[config.mk]
export PLATFORM = sky130hd
export DESIGN_NAME = charger_state_autopoweroff
export DESIGN_NICKNAME = d
export VERILOG_FILES = /design/src/design/csap_pkg.sv /design/src/design/charger_state_autopoweroff.sv /design/src/design/csap_step.sv
export SDC_FILE = /design/constraint.sdc
export NUM_CORES = 1
export LEC_CHECK = 0
export BUFFER_PORTS_ARGS = -buffer_cell sky130_fd_sc_hd__buf_2
export CORE_MARGIN = 2
export CORE_UTILIZATION = 35
export CTS_BUF_LIST = sky130_fd_sc_hd__clkbuf_2 sky130_fd_sc_hd__clkbuf_4 sky130_fd_sc_hd__clkbuf_8
export DETAILED_ROUTE_END_ITERATION = 10
export SYNTH_ARGS = -nofsm -noshare
export SYNTH_HDL_FRONTEND = slang
export SYNTH_SLANG_ARGS = --single-unit
[constraint.sdc]
create_clock -name clk -period 2.33 [get_ports clk]
set_clock_uncertainty 0.05 [all_clocks]
set_input_delay 0.1165 -clock clk [delete_from_list [all_inputs] [get_ports clk]]
set_output_delay 0.1165 -clock clk [all_outputs]
set_load 0.02 [all_outputs]
[src/design/csap_pkg.sv]
`timescale 1ns / 1ps

package csap_pkg;

  localparam int unsigned TimeoutW = 24;
  localparam int unsigned PeriodW  = 16;
  localparam int unsigned HandleW  = 16;
  localparam int unsigned SampleW  = 16;

  localparam logic [TimeoutW-1:0] IdleTimeoutRst   = 24'd5000000;
  localparam logic [TimeoutW-1:0] EmptyTimeoutRst  = 24'd3500000;
  localparam logic [PeriodW-1:0]  MeasurePeriodRst = 16'd5000;
  localparam logic [HandleW-1:0]  NoConnHandle     = 16'hFFFF;

  // configuration register indexes
  localparam logic [1:0] CFG_IDLE_TIMEOUT   = 2'd0;
  localparam logic [1:0] CFG_EMPTY_TIMEOUT  = 2'd1;
  localparam logic [1:0] CFG_MEASURE_PERIOD = 2'd2;

  typedef enum logic [1:0] {
    REQ_TICK = 2'd0,
    REQ_CONN = 2'd1,
    REQ_POFF = 2'd2,
    REQ_ADC  = 2'd3
  } req_t;

  typedef enum logic [4:0] {
    MODE_NONE  = 5'b00001,
    MODE_CHRG  = 5'b00010,
    MODE_STDBY = 5'b00100,
    MODE_BATT  = 5'b01000,
    MODE_EMPTY = 5'b10000
  } mode_t;

  // charger_state codes
  localparam logic [2:0] STATE_NONE  = 3'd0;
  localparam logic [2:0] STATE_CHRG  = 3'd1;
  localparam logic [2:0] STATE_STDBY = 3'd2;
  localparam logic [2:0] STATE_BATT  = 3'd3;
  localparam logic [2:0] STATE_EMPTY = 3'd4;

  // indication codes
  localparam logic [1:0] IND_NONE  = 2'd0;
  localparam logic [1:0] IND_CHRG  = 2'd1;
  localparam logic [1:0] IND_STDBY = 2'd2;
  localparam logic [1:0] IND_LOW   = 2'd3;

  // notification codes
  localparam logic [1:0] NOTIFY_BATT  = 2'd0;
  localparam logic [1:0] NOTIFY_EMPTY = 2'd1;
  localparam logic [1:0] NOTIFY_STDBY = 2'd2;
  localparam logic [1:0] NOTIFY_CHRG  = 2'd3;

  typedef struct packed {
    logic [TimeoutW-1:0] idle_timeout;
    logic [TimeoutW-1:0] empty_timeout;
    logic [PeriodW-1:0]  measure_period;
  } cfg_t;

  typedef struct packed {
    mode_t               mode;
    logic                blocked;
    logic [TimeoutW-1:0] countdown;
    logic                running;
    logic [PeriodW-1:0]  measure_count;
    logic [SampleW-1:0]  last_value;
  } state_t;

  typedef struct packed {
    logic [2:0]         charger_state;
    logic [1:0]         indication;
    logic               notify_valid;
    logic [1:0]         notify_code;
    logic               sample_request;
    logic               battery_event;
    logic [SampleW-1:0] battery_value;
    logic               power_off;
    logic               power_off_allowed;
  } result_t;

  function automatic logic [2:0] mode_code(mode_t m);
    logic [2:0] c;
    c = STATE_NONE;
    unique case (m)
      MODE_NONE:  c = STATE_NONE;
      MODE_CHRG:  c = STATE_CHRG;
      MODE_STDBY: c = STATE_STDBY;
      MODE_BATT:  c = STATE_BATT;
      MODE_EMPTY: c = STATE_EMPTY;
      default:    c = STATE_NONE;
    endcase
    return c;
  endfunction

  function automatic logic [1:0] mode_ind(mode_t m);
    logic [1:0] c;
    c = IND_NONE;
    unique case (m)
      MODE_CHRG:  c = IND_CHRG;
      MODE_STDBY: c = IND_STDBY;
      MODE_EMPTY: c = IND_LOW;
      default:    c = IND_NONE;
    endcase
    return c;
  endfunction

  function automatic logic charger_active(mode_t m);
    return (m == MODE_CHRG) || (m == MODE_STDBY);
  endfunction

endpackage

[src/design/charger_state_autopoweroff.sv]
`timescale 1ns / 1ps
// Each result is registered and appears in the cycle after its input transfer.
// Throughput: one item per cycle unless out_ready stalls; the single result
// register refills in the same cycle it is drained; in_ready follows the output.
// Reset (rst, synchronous): mode none, countdown stopped, counters and the
// stored sample cleared, timeouts and sample period back to their defaults.

module charger_state_autopoweroff import csap_pkg::*; (
  input  logic                clk,
  input  logic                rst,
  input  logic                cfg_we,
  input  logic [1:0]          cfg_index,
  input  logic [TimeoutW-1:0] cfg_data,
  input  logic                in_valid,
  output logic                in_ready,
  input  logic [1:0]          req_type,
  input  logic                charge_pin_n,
  input  logic                standby_pin_n,
  input  logic [HandleW-1:0]  conn_handle,
  input  logic [SampleW-1:0]  adc_sample,
  output logic                out_valid,
  input  logic                out_ready,
  output logic [2:0]          charger_state,
  output logic [1:0]          indication,
  output logic                notify_valid,
  output logic [1:0]          notify_code,
  output logic                sample_request,
  output logic                battery_event,
  output logic [SampleW-1:0]  battery_value,
  output logic                power_off,
  output logic                power_off_allowed
);

  cfg_t    cfg;
  state_t  state;
  state_t  state_next;
  result_t result;
  result_t result_next;
  logic    in_fire;

  assign in_ready = !out_valid || out_ready;
  assign in_fire  = in_valid && in_ready;

  csap_step u_step (
    .cur           (state),
    .cfg           (cfg),
    .req_type      (req_type),
    .charge_pin_n  (charge_pin_n),
    .standby_pin_n (standby_pin_n),
    .conn_handle   (conn_handle),
    .adc_sample    (adc_sample),
    .nxt           (state_next),
    .res           (result_next)
  );

  always_ff @(posedge clk) begin
    if (rst) begin
      cfg.idle_timeout   <= IdleTimeoutRst;
      cfg.empty_timeout  <= EmptyTimeoutRst;
      cfg.measure_period <= MeasurePeriodRst;
    end else if (cfg_we) begin
      unique case (cfg_index)
        CFG_IDLE_TIMEOUT:   cfg.idle_timeout   <= cfg_data;
        CFG_EMPTY_TIMEOUT:  cfg.empty_timeout  <= cfg_data;
        CFG_MEASURE_PERIOD: cfg.measure_period <= cfg_data[PeriodW-1:0];
        default: ;
      endcase
    end
  end

  always_ff @(posedge clk) begin
    if (rst) begin
      state.mode          <= MODE_NONE;
      state.blocked       <= 1'b0;
      state.countdown     <= '0;
      state.running       <= 1'b0;
      state.measure_count <= '0;
      state.last_value    <= '0;
      out_valid           <= 1'b0;
    end else begin
      if (in_fire) begin
        state     <= state_next;
        out_valid <= 1'b1;
      end else if (out_ready) begin
        out_valid <= 1'b0;
      end
    end
  end

  always_ff @(posedge clk) begin
    if (in_fire) begin
      result <= result_next;
    end
  end

  assign charger_state     = result.charger_state;
  assign indication        = result.indication;
  assign notify_valid      = result.notify_valid;
  assign notify_code       = result.notify_code;
  assign sample_request    = result.sample_request;
  assign battery_event     = result.battery_event;
  assign battery_value     = result.battery_value;
  assign power_off         = result.power_off;
  assign power_off_allowed = result.power_off_allowed;

  a_mode_onehot: assert property (@(posedge clk) disable iff (rst)
    $onehot(state.mode))
    else $error("mode register lost its one-hot code");

  a_poff_allowed: assert property (@(posedge clk) disable iff (rst)
    out_valid && power_off |-> power_off_allowed)
    else $error("power-off issued while the charger is active");

  a_conn_stops: assert property (@(posedge clk) disable iff (rst)
    in_fire && (req_type == REQ_CONN) && (conn_handle != NoConnHandle)
    |=> !state.running && state.blocked)
    else $error("live connection did not stop the countdown");

  a_notify_match: assert property (@(posedge clk) disable iff (rst)
    out_valid && notify_valid |->
      (notify_code == NOTIFY_CHRG && charger_state == STATE_CHRG) ||
      (notify_code == NOTIFY_STDBY && charger_state == STATE_STDBY) ||
      (notify_code == NOTIFY_BATT && charger_state == STATE_BATT) ||
      (notify_code == NOTIFY_EMPTY && charger_state == STATE_EMPTY))
    else $error("notification code does not match the new state");

  a_result_hold: assert property (@(posedge clk) disable iff (rst)
    out_valid && !out_ready |=> out_valid && $stable(result))
    else $error("pending result changed before transfer");

endmodule

[src/design/csap_step.sv]
`timescale 1ns / 1ps

module csap_step import csap_pkg::*; (
  input  state_t             cur,
  input  cfg_t               cfg,
  input  logic [1:0]         req_type,
  input  logic               charge_pin_n,
  input  logic               standby_pin_n,
  input  logic [HandleW-1:0] conn_handle,
  input  logic [SampleW-1:0] adc_sample,
  output state_t             nxt,
  output result_t            res
);

  req_t  req;
  logic  expired;
  logic  want_change;
  mode_t target;
  logic  nv;
  logic  [1:0] code;
  logic  sreq;
  logic  bev;
  logic  poff;

  assign req = req_t'(req_type);

  always_comb begin
    nxt         = cur;
    expired     = 1'b0;
    want_change = 1'b0;
    target      = cur.mode;
    nv          = 1'b0;
    code        = NOTIFY_BATT;
    sreq        = 1'b0;
    bev         = 1'b0;
    poff        = 1'b0;

    unique case (req)
      REQ_TICK: begin
        // countdown steps before the pins are looked at
        if (cur.running) begin
          if (cur.countdown <= 24'd1) begin
            expired       = 1'b1;
            nxt.countdown = '0;
            nxt.running   = 1'b0;
          end else begin
            nxt.countdown = cur.countdown - 24'd1;
          end
        end

        if (!charge_pin_n) begin
          target      = MODE_CHRG;
          want_change = 1'b1;
        end else if (!standby_pin_n) begin
          target      = MODE_STDBY;
          want_change = 1'b1;
        end else if (charger_active(cur.mode)) begin
          target      = MODE_BATT;
          want_change = 1'b1;
        end

        if (want_change && (target != cur.mode)) begin
          if ((cur.mode == MODE_BATT) || (cur.mode == MODE_EMPTY)) begin
            nxt.running = 1'b0;
          end
          nv = 1'b1;
          unique case (target)
            MODE_CHRG:  code = NOTIFY_CHRG;
            MODE_STDBY: code = NOTIFY_STDBY;
            MODE_EMPTY: code = NOTIFY_EMPTY;
            MODE_BATT: begin
              code = NOTIFY_BATT;
              if (!cur.blocked) begin
                nxt.countdown = cfg.idle_timeout;
                nxt.running   = 1'b1;
              end
            end
            default: nv = 1'b0;
          endcase
          nxt.mode = target;
        end

        if (cur.measure_count >= cfg.measure_period) begin
          sreq              = 1'b1;
          nxt.measure_count = '0;
        end else begin
          nxt.measure_count = cur.measure_count + 16'd1;
        end

        poff = expired && !cur.blocked && !charger_active(nxt.mode);
      end

      REQ_CONN: begin
        nxt.blocked = (conn_handle != NoConnHandle);
        if (conn_handle != NoConnHandle) begin
          nxt.running = 1'b0;
        end else if (cur.mode == MODE_BATT) begin
          nxt.countdown = cfg.idle_timeout;
          nxt.running   = 1'b1;
        end else if (cur.mode == MODE_EMPTY) begin
          nxt.countdown = cfg.empty_timeout;
          nxt.running   = 1'b1;
        end
      end

      REQ_POFF: poff = !charger_active(cur.mode);

      REQ_ADC: begin
        nxt.last_value = adc_sample;
        bev            = 1'b1;
      end

      default: ;
    endcase

    res.charger_state     = mode_code(nxt.mode);
    res.indication        = mode_ind(nxt.mode);
    res.notify_valid      = nv;
    res.notify_code       = code;
    res.sample_request    = sreq;
    res.battery_event     = bev;
    res.battery_value     = nxt.last_value;
    res.power_off         = poff;
    res.power_off_allowed = !charger_active(nxt.mode);
  end

endmodule
### Word-level counts from Yosys, hierarchy flattened

Index checks and enable logic that the tools add are counted.

| operators by class | value |
|---|---|
| $add $sub $neg | 2 |
| multiplexer cells | 37 |
| reduce and logical (&&, ||, !) cells | 27 |
| $lt $le $gt $ge | 2 |
| equality and inequality tests | 24 |

Operators with widths:

| operator | count |
|---|---|
| $mux 25 | 6 |
| $pmux 25 s2 | 1 |
| $mux 24 | 2 |
| $mux 5 | 7 |
| $mux 16 | 2 |
| $le 24x1->1 const B | 1 |
| $sub 24x1->24 const B | 1 |
| $eq 5x2->1 const B | 4 |
| $eq 5x3->1 const B | 4 |
| $add 16x1->16 const B | 1 |
| $ge 16x16->1 | 1 |
| $ne 16x16->1 const B | 1 |
| $eq 5x4->1 const B | 3 |
| $eq 5x5->1 const B | 3 |
| $mux 1 | 15 |
| $pmux 2 s3 | 2 |
| $pmux 3 s4 | 1 |
| $reduce_and 2->1 | 6 |
| $eq 2x2->1 const B | 3 |
| $logic_not 1->1 | 5 |
| $logic_or 1x1->1 | 5 |
| $ne 5x5->1 | 1 |
| $eq 2x1->1 const B | 2 |
| $logic_and 1x1->1 | 4 |
| other kinds (9) | 11 |

| storage, ports and cells | value |
|---|---|
| word-level logic and storage cells | 111 |
| output and inout port bits | 30 |
| flip-flop bits (word level) | 156 |
| input bits | 67 |

### Depth between registers and ports, before layout

Gate-level depths: netlist of run 1.

| logic depth | value |
|---|---|
| depth after elaboration | 15 |
| gate-level depth with buffers | 10 |
| mapped depth without buffers | 8 |

### Cells and area by module

Synthesis of run 1 repeated with hierarchy kept, for this count alone.

| second synthesis, totals | value |
|---|---|
| cell total of the unflattened synthesis | 1,050 |
| area, all modules | 8,923.6 um2 |

By module, submodules not included:

| module | sequential area each (um2) | area an instance (um2) | cells an instance | instances |
|---|---|---|---|---|
| charger_state_autopoweroff | 3,403.3 | 5,800.6 | 595 | 1 |
| csap_step | 0.0 | 3,123.0 | 455 | 1 |

### Worst setup path after synthesis of run 1

Ideal clock, no wire load.

| timing | value |
|---|---|
| kind | register -> register |
| start | register out_valid |
| end | register result, in the netlist battery_event, enable pin |
| stages on the path, launching flop included | 6 |
| data arrival time | 2.113 ns |
| setup slack | -0.236 ns |
| data required time | 1.877 ns |
| period minus slack after synthesis | 2.566 ns |
| path through | dfxtp_1 nor2b_1 clkbuf_1 nor2_1 clkbuf_1 clkbuf_1 |

| on the way | value |
|---|---|
| word-level cells in the longest chain between the ends | 3 |

RTL lines:

| what | RTL line | text |
|---|---|---|
| start: declaration | charger_state_autopoweroff.sv:21 | `output logic out_valid,` |
| start signal: assignment | charger_state_autopoweroff.sv:79 | `out_valid <= 1'b0;` |
| start signal: assignment | charger_state_autopoweroff.sv:83 | `out_valid <= 1'b1;` |
| start signal: assignment | charger_state_autopoweroff.sv:85 | `out_valid <= 1'b0;` |
| $logic_not 1->1 | charger_state_autopoweroff.sv:41 | `assign in_ready = !out_valid \|\| out_ready;` |
| $logic_or 1x1->1 | charger_state_autopoweroff.sv:41 |  |
| $logic_and 1x1->1 | charger_state_autopoweroff.sv:42 | `assign in_fire = in_valid && in_ready;` |
| named net in_fire | charger_state_autopoweroff.sv:39 | `logic in_fire;` |
| end signal: assignment | charger_state_autopoweroff.sv:92 | `result <= result_next;` |
| end: declaration | charger_state_autopoweroff.sv:37 | `result_t result;` |

The timed path passes the listed nets, and every way through them passes these cells.
A chain may end at the register's enable or synchronous reset.

### Final worst setup path of run 1

| timing | value |
|---|---|
| start | input req_type[0] |
| end | register state[29] (netlist bit) |

| on the way | value |
|---|---|
| word-level cells in the longest chain between the ends | 2 |

RTL lines:

| what | RTL line | text |
|---|---|---|
| start: declaration | charger_state_autopoweroff.sv:16 | `input logic [1:0] req_type,` |
| $logic_not 2->1 | csap_step.sv:38 | `unique case (req)` |
| $reduce_and 2->1 (no source line) | n/a |  |
| end signal: assignment | charger_state_autopoweroff.sv:82 | `state <= state_next;` |
| end: declaration | charger_state_autopoweroff.sv:35 | `state_t state;` |

Every way passes these cells.

==> impl_metrics.ini, run 1 <==
[yosys]
synth.area.top_cells = dfxtp_1, edfxtp_1, nand2_1
syn_area_sq_um = 7456
avgSynthCellArea_sq_um = 8.650
synthMuxAreaShare = 0.02836
seq_area_frac_synth = 0.4565
synth_cell_types = 74
syn_inst = 862
synth.top_cell.area_share = 0.3437
synth-compound-area-share = 0.1920
async_flop_share = 0
synthAdderAreaFrac = 0.03188
synth_seq_cells = 156
synth_flop_cell = dfxtp_1
synth_edf_count = 28
synth_top_family_by_area = simple AND/OR/NAND/NOR gates
syn_nets = 948
yosys_warnings = 0
yosys.area_share.simple = 0.2203
post-synth-top-area-cell = dfxtp_1
yosys.area_share.xor_xnor = 0.02349

[cts]
cts_max_path_buffers = 2
cts_max_level = 4
clockRootBuffer = clkbuf_8
clock_latency_ns = 0.45
clock-sinks = 156
clk_pin_slew_ns = 0.09
cts_made_buffers = 17
cts_tree = yes

[sta]
setup-violations-final = 0
final_max_slew_viol_count = 0
tightest_slew_ns = 0.6287
slew_headroom = 0.5809
hold_viol = 0
min_period_ns = 2.188
clock.fmax_ghz = 0.4570
timing.final.crit_share = 0.9391

[floorplanning]
die_x_um = 150.0
initial_core_util = 0.3558
dieArea_sq_um = 22490
num_io_pins = 97
core_area_sq_um = 20960
rows = 53
die_y_um = 150.0

[worst_setup_path]
arrival_ns = 2.53
max_stage_delay_ns = 0.54
critPathMaxFanout = 10
cp_slowest_cell = dlygate4sd3_1
path_buf_inv = 3
worst_setup_path_end_kind = register
cp.required_ns = 2.67
cp_cell_sequence = dlygate4sd3_1 > buf_2 > or2_2 > buf_4 > nor3_4 > and4_1 > nand4_1 > xor2_1 > nor2_1
path_delay_family = simple AND/OR/NAND/NOR gates
crit_path_start_kind = input port
crit_type = input port to register

[route]
routedWlPerCell_um = 15.05
drt_first_pass_iters = 5
detail-route-antenna-nets = 0
via_count = 6821
avgViaCountPerCell = 5.160
finalWirelength_mm = 19.89
drt_iter0_drc = 387
route.detailed.drc = 0

[global_routing]
overflow = 0
grt_max_degree = 53
track_usage = 0.1797
grt_pass1_vias = 6345
antenna_found_initial = 0
grt_pass1_wl_mm = 32.33

[cells_and_area]
final_common_cell = nand2_1
nets = 1120
multi_input_area_sq_um = 3762
n_fill_cell = 2097
final_cell_area_sq_um = 9495
regArea_sq_um = 3407
diodes = 0
area_growth_pct = 27.35
drive_gt1_frac = 0.2369
mostFrequentLayoutCells = nand2_1, dfxtp_1, a21oi_1
final_util = 0.4531

[power]
switching_share = 0.2644
combPwrFrac = 0.128
power_density_nw_per_um2 = 603.3
max-vdd-ir-drop_mv = 0.3488
power.share.clock = 0.367
p_seq_frac = 0.505
total_power_w = 0.005729
p_leak_nw = 3.793
netSwitchingPower_w = 0.001514
internal-power_w = 0.004214

[placement]
postPlaceCellArea_sq_um = 8571
port_buffers = 96
hpwl_mm = 13.74
gp_congestion = 0.8162

[job]
cap_viol_max_count = 0

[outcome]
status = completed

[min_path]
min_path_type = input port to register
## flip-flops by register name, summed over array words and instances (netlist names)
name               count
charger_state          3
battery_event          1
notify_valid           1
battery_value         16
indication             2
notify_code            2
power_off_allowed      1
out_valid              1
sample_request         1
cfg                   64
state                 63
power_off              1
## tightest hold or removal path: stages
cell and delay (ns):
buf_2 0.10, buf_4 0.14, a311oi_1 0.09
## routing by layer
metal  track usage  routed length (um)
met2        0.2913                9541
met3       0.03537                 842
met5             0                   0
met4       0.05896                 322
met1        0.2404                9186
## metrics by stage
stage,worst slack [ns],hold WS [ns],std cells,TNS (ns)
6_report,0.1419,0.1049,1322,0
5_1_grt,-0.004642,0.1029,1322,-0.01076
4_1_cts,0.01812,0.06602,1317,0
3_5_place_dp,-0.1492,0.2981,1243,-1.679
3_3_place_gp,-0.1787,0.2954,1243,-2.291
2_1_floorplan,0.1896,0.1905,862,0
## repair_timing
action / CTS / global route
setup buffers: 0 / 5
pin swaps: 0 / 5
hold buffers: 42 / 0
endpoints found under the hold margin: 86 / 0
endpoints found under the setup margin: 13 / 22
resized for setup: 1 / 12
## worst paths after layout
check	start	endpoint	slack (ns)	cells past startpoint
hold reg to reg	cfg[13]$_SDFFE_PP0P_	cfg[13]$_SDFFE_PP0P_	0.41	2
setup reg to reg	cfg[7]$_SDFFE_PP1P_	state[29]$_SDFFE_PP0P_	0.15	10
setup / recovery	req_type[0]	state[29]$_SDFFE_PP0P_	0.14	9
hold / removal	req_type[1]	power_off$_DFFE_PP_	0.10	3
## cell usage after synthesis, drive strengths merged, types with 5 or more instances
| master | number |
|---|---|
| xor2 | 16 |
| ha | 19 |
| nor2 | 45 |
| and3 | 10 |
| o21ai | 46 |
| nor4 | 10 |
| dfxtp | 128 |
| o32ai | 9 |
| buf | 13 |
| or2 | 5 |
| nand2b | 5 |
| edfxtp | 28 |
| o21a | 5 |
| inv | 33 |
| a22o | 12 |
| o211ai | 16 |
| clkbuf | 40 |
| nor3 | 20 |
| nand4 | 13 |
| mux2 | 17 |
| nand3 | 27 |
| nand2 | 168 |
| and2 | 7 |
| a221oi | 7 |
| a21oi | 101 |
## layout make-up
class                      instances  area share
inverter                          34     0.01344
clock inverter                    15     0.01805
sequential                       156      0.3588
clock buffer                      17     0.02464
tap                              275     0.03624
multi-input combinational        619      0.3962
timing repair buffer             206      0.1526
## power by group through the flow
stage	combinational [W]	sequential, W	clock [W]
5_1_grt	0.000805	0.00290	0.00229
6_report	0.000732	0.00289	0.00210
4_1_cts	0.000722	0.00289	0.00215
2_1_floorplan	0.000358	0.00299	0
3_5_place_dp	0.000663	0.00296	0
3_3_place_gp	0.000657	0.00295	0
## cell families after synthesis
logic type | Yosys count
simple gates | 334
mux | 19
flops | 156
xor+xnor | 20
buf+inv | 87
compound gates | 227
fa+ha+maj | 19
Note: power is estimated with default switching activity, not from simulation.
==> inputs of run 2 (changes only) <==
BUFFER_PORTS_ARGS = default   (was -buffer_cell sky130_fd_sc_hd__buf_2)
DONT_BUFFER_PORTS = 1   (was default)
==> run 2 against run 1 <==
Net effect:
- global-route usage grew 0.065 points
- worst setup slack lost 0.10 ns
- utilization shrank 2.0 points
- sequential cell count is the same
- combinational power shrank 17%
- total power shrank 1.2%
- largest cell class unchanged
==> impl_metrics.ini, run 2 (synthesis results as in run 1) <==
[cells_and_area]
area_growth_pct = 21.73
mostFrequentLayoutCells = nand2_1, dfxtp_1, a21oi_1
top_register = cfg
diodes = 0
final_common_cell = nand2_1
nets = 1029
fin_cells = 1231
drive_gt1_frac = 0.1548
largest_reg_flops = 64

[placement]
place_ws_ns = -0.2118
gp_congestion = 0.8370
hpwl_mm = 13.25
dp_cells = 1140
port_buffers = 0

[outcome]
status = completed

[route]
drt_iter0_drc = 397
finalWirelength_mm = 20.01
drt_first_pass_iters = 5
via_count = 6471
avgViaCountPerCell = 5.257
detail-route-antenna-nets = 0
route.detailed.drc = 0
routedWlPerCell_um = 16.25

[global_routing]
track_usage = 0.1804
overflow = 0
grt_pass1_vias = 6402
antenna_found_initial = 0
grt_pass1_wl_mm = 32.44
grt_max_degree = 81

[cts]
cts_max_path_buffers = 2
clockRootBuffer = clkbuf_8
cts_made_buffers = 17
clock-sinks = 156
cts_tree = yes
clock_latency_ns = 0.45
cts_max_level = 4
clk_pin_slew_ns = 0.08

[sta]
slew_headroom = 0.4308
min_period_ns = 2.290
tightest_slew_ns = 0.8538
setup_ws_ns = 0.03998
final_max_slew_viol_count = 0
timing.final.crit_share = 0.9828
clock.fmax_ghz = 0.4367
rsz0062_at_grt = yes
hold_viol = 0
setup-violations-final = 0

[floorplanning]
die_y_um = 150.0
num_io_pins = 97
rows = 53
die_x_um = 150.0
dieArea_sq_um = 22490
initial_core_util = 0.3558
core_area_sq_um = 20960

[worst_setup_path]
cp.required_ns = 2.47
crit_type = register to register
worst_setup_path_end_kind = register
crit_path_start_kind = register
critPathMaxFanout = 4
arrival_ns = 2.43

[power]
power_density_nw_per_um2 = 623.6
p_leak_nw = 3.444
max-vdd-ir-drop_mv = 0.3177

[min_path]
min_path_type = input port to register

[job]
cap_viol_max_count = 0
run 2: final cells by class:
| class | count | area (sq um) |
|---|---|---|
| timing repair buffer | 115 | 1026 |
| sequential | 156 | 3407 |
| clock buffer | 23 | 304.0 |
| clock inverter | 9 | 107.6 |
| inverter | 34 | 127.6 |
| fill | 2103 | 11880 |
| tap | 275 | 344.1 |
| multi-input combinational | 619 | 3760 |
run 2: metal layers:
metal  part of all wire  vias up  track usage  wire [um]
met5                  0        -            0          0
met4              0.020        0      0.06368        403
met3              0.037       31      0.03750        750
met2               0.49      134       0.3014       9778
met1               0.45     3085       0.2307       9074
li1                   -     3221            -          -
run 2: through the flow:
| step | hold slack (ns) | power (W) | setup TNS [ns] | area [sq um] | utilization |
|---|---|---|---|---|---|
| after CTS | 0.02032 | 0.005704 | 0 | 8996 | 0.4293 |
| after global routing | 0.04057 | 0.005888 | -0.2149 | 9076 | 0.4331 |
| after global placement | 0.1428 | 0.003476 | -1.342 | 8028 | 0.3831 |
| final | 0.04180 | 0.005660 | 0 | 9076 | 0.4331 |
| after floorplan | 0.1905 | 0.003348 | 0 | 7457 | - |
| after detailed placement | 0.1437 | 0.003481 | -2.563 | 8028 | 0.3831 |
run 2: worst max-delay path, stage by stage (launching register included):
cell	delay [ns]
dfxtp_1	0.36
ha_4	0.17
or4_4	0.52
a221oi_2	0.18
o21ai_1	0.13
a211oi_2	0.36
buf_4	0.20
nor3_1	0.05
run 2: final timing paths:
| path | from | end | depth (start not counted) | slack (ns) |
|---|---|---|---|---|
| max | state[22]$_SDFFE_PP0P_ | sample_request$_SDFFCE_PN0P_ | 7 | 0.04 |
| min | cfg_index[1] | cfg[60]$_SDFFE_PP0P_ | 4 | 0.04 |
| max reg2reg | state[22]$_SDFFE_PP0P_ | sample_request$_SDFFCE_PN0P_ | 7 | 0.04 |
| min reg2reg | cfg[17]$_SDFFE_PP0P_ | cfg[17]$_SDFFE_PP0P_ | 2 | 0.41 |
run 2: power by group:
group | switching [W] | internal, W
logic | 0.000349 | 0.000255
clock network | 0.00102 | 0.00109
registers | 0.0000920 | 0.00285
run 2: timing repair:
| item | CTS | global route |
|---|---|---|
| buffers inserted | 0 | 6 |
| gates resized for setup | 1 | 11 |
| hold endpoints to repair | 125 | 0 |
| endpoints found under the setup margin | 13 | 20 |
| pin swaps | 1 | 7 |
| hold buffers | 53 | 0 |
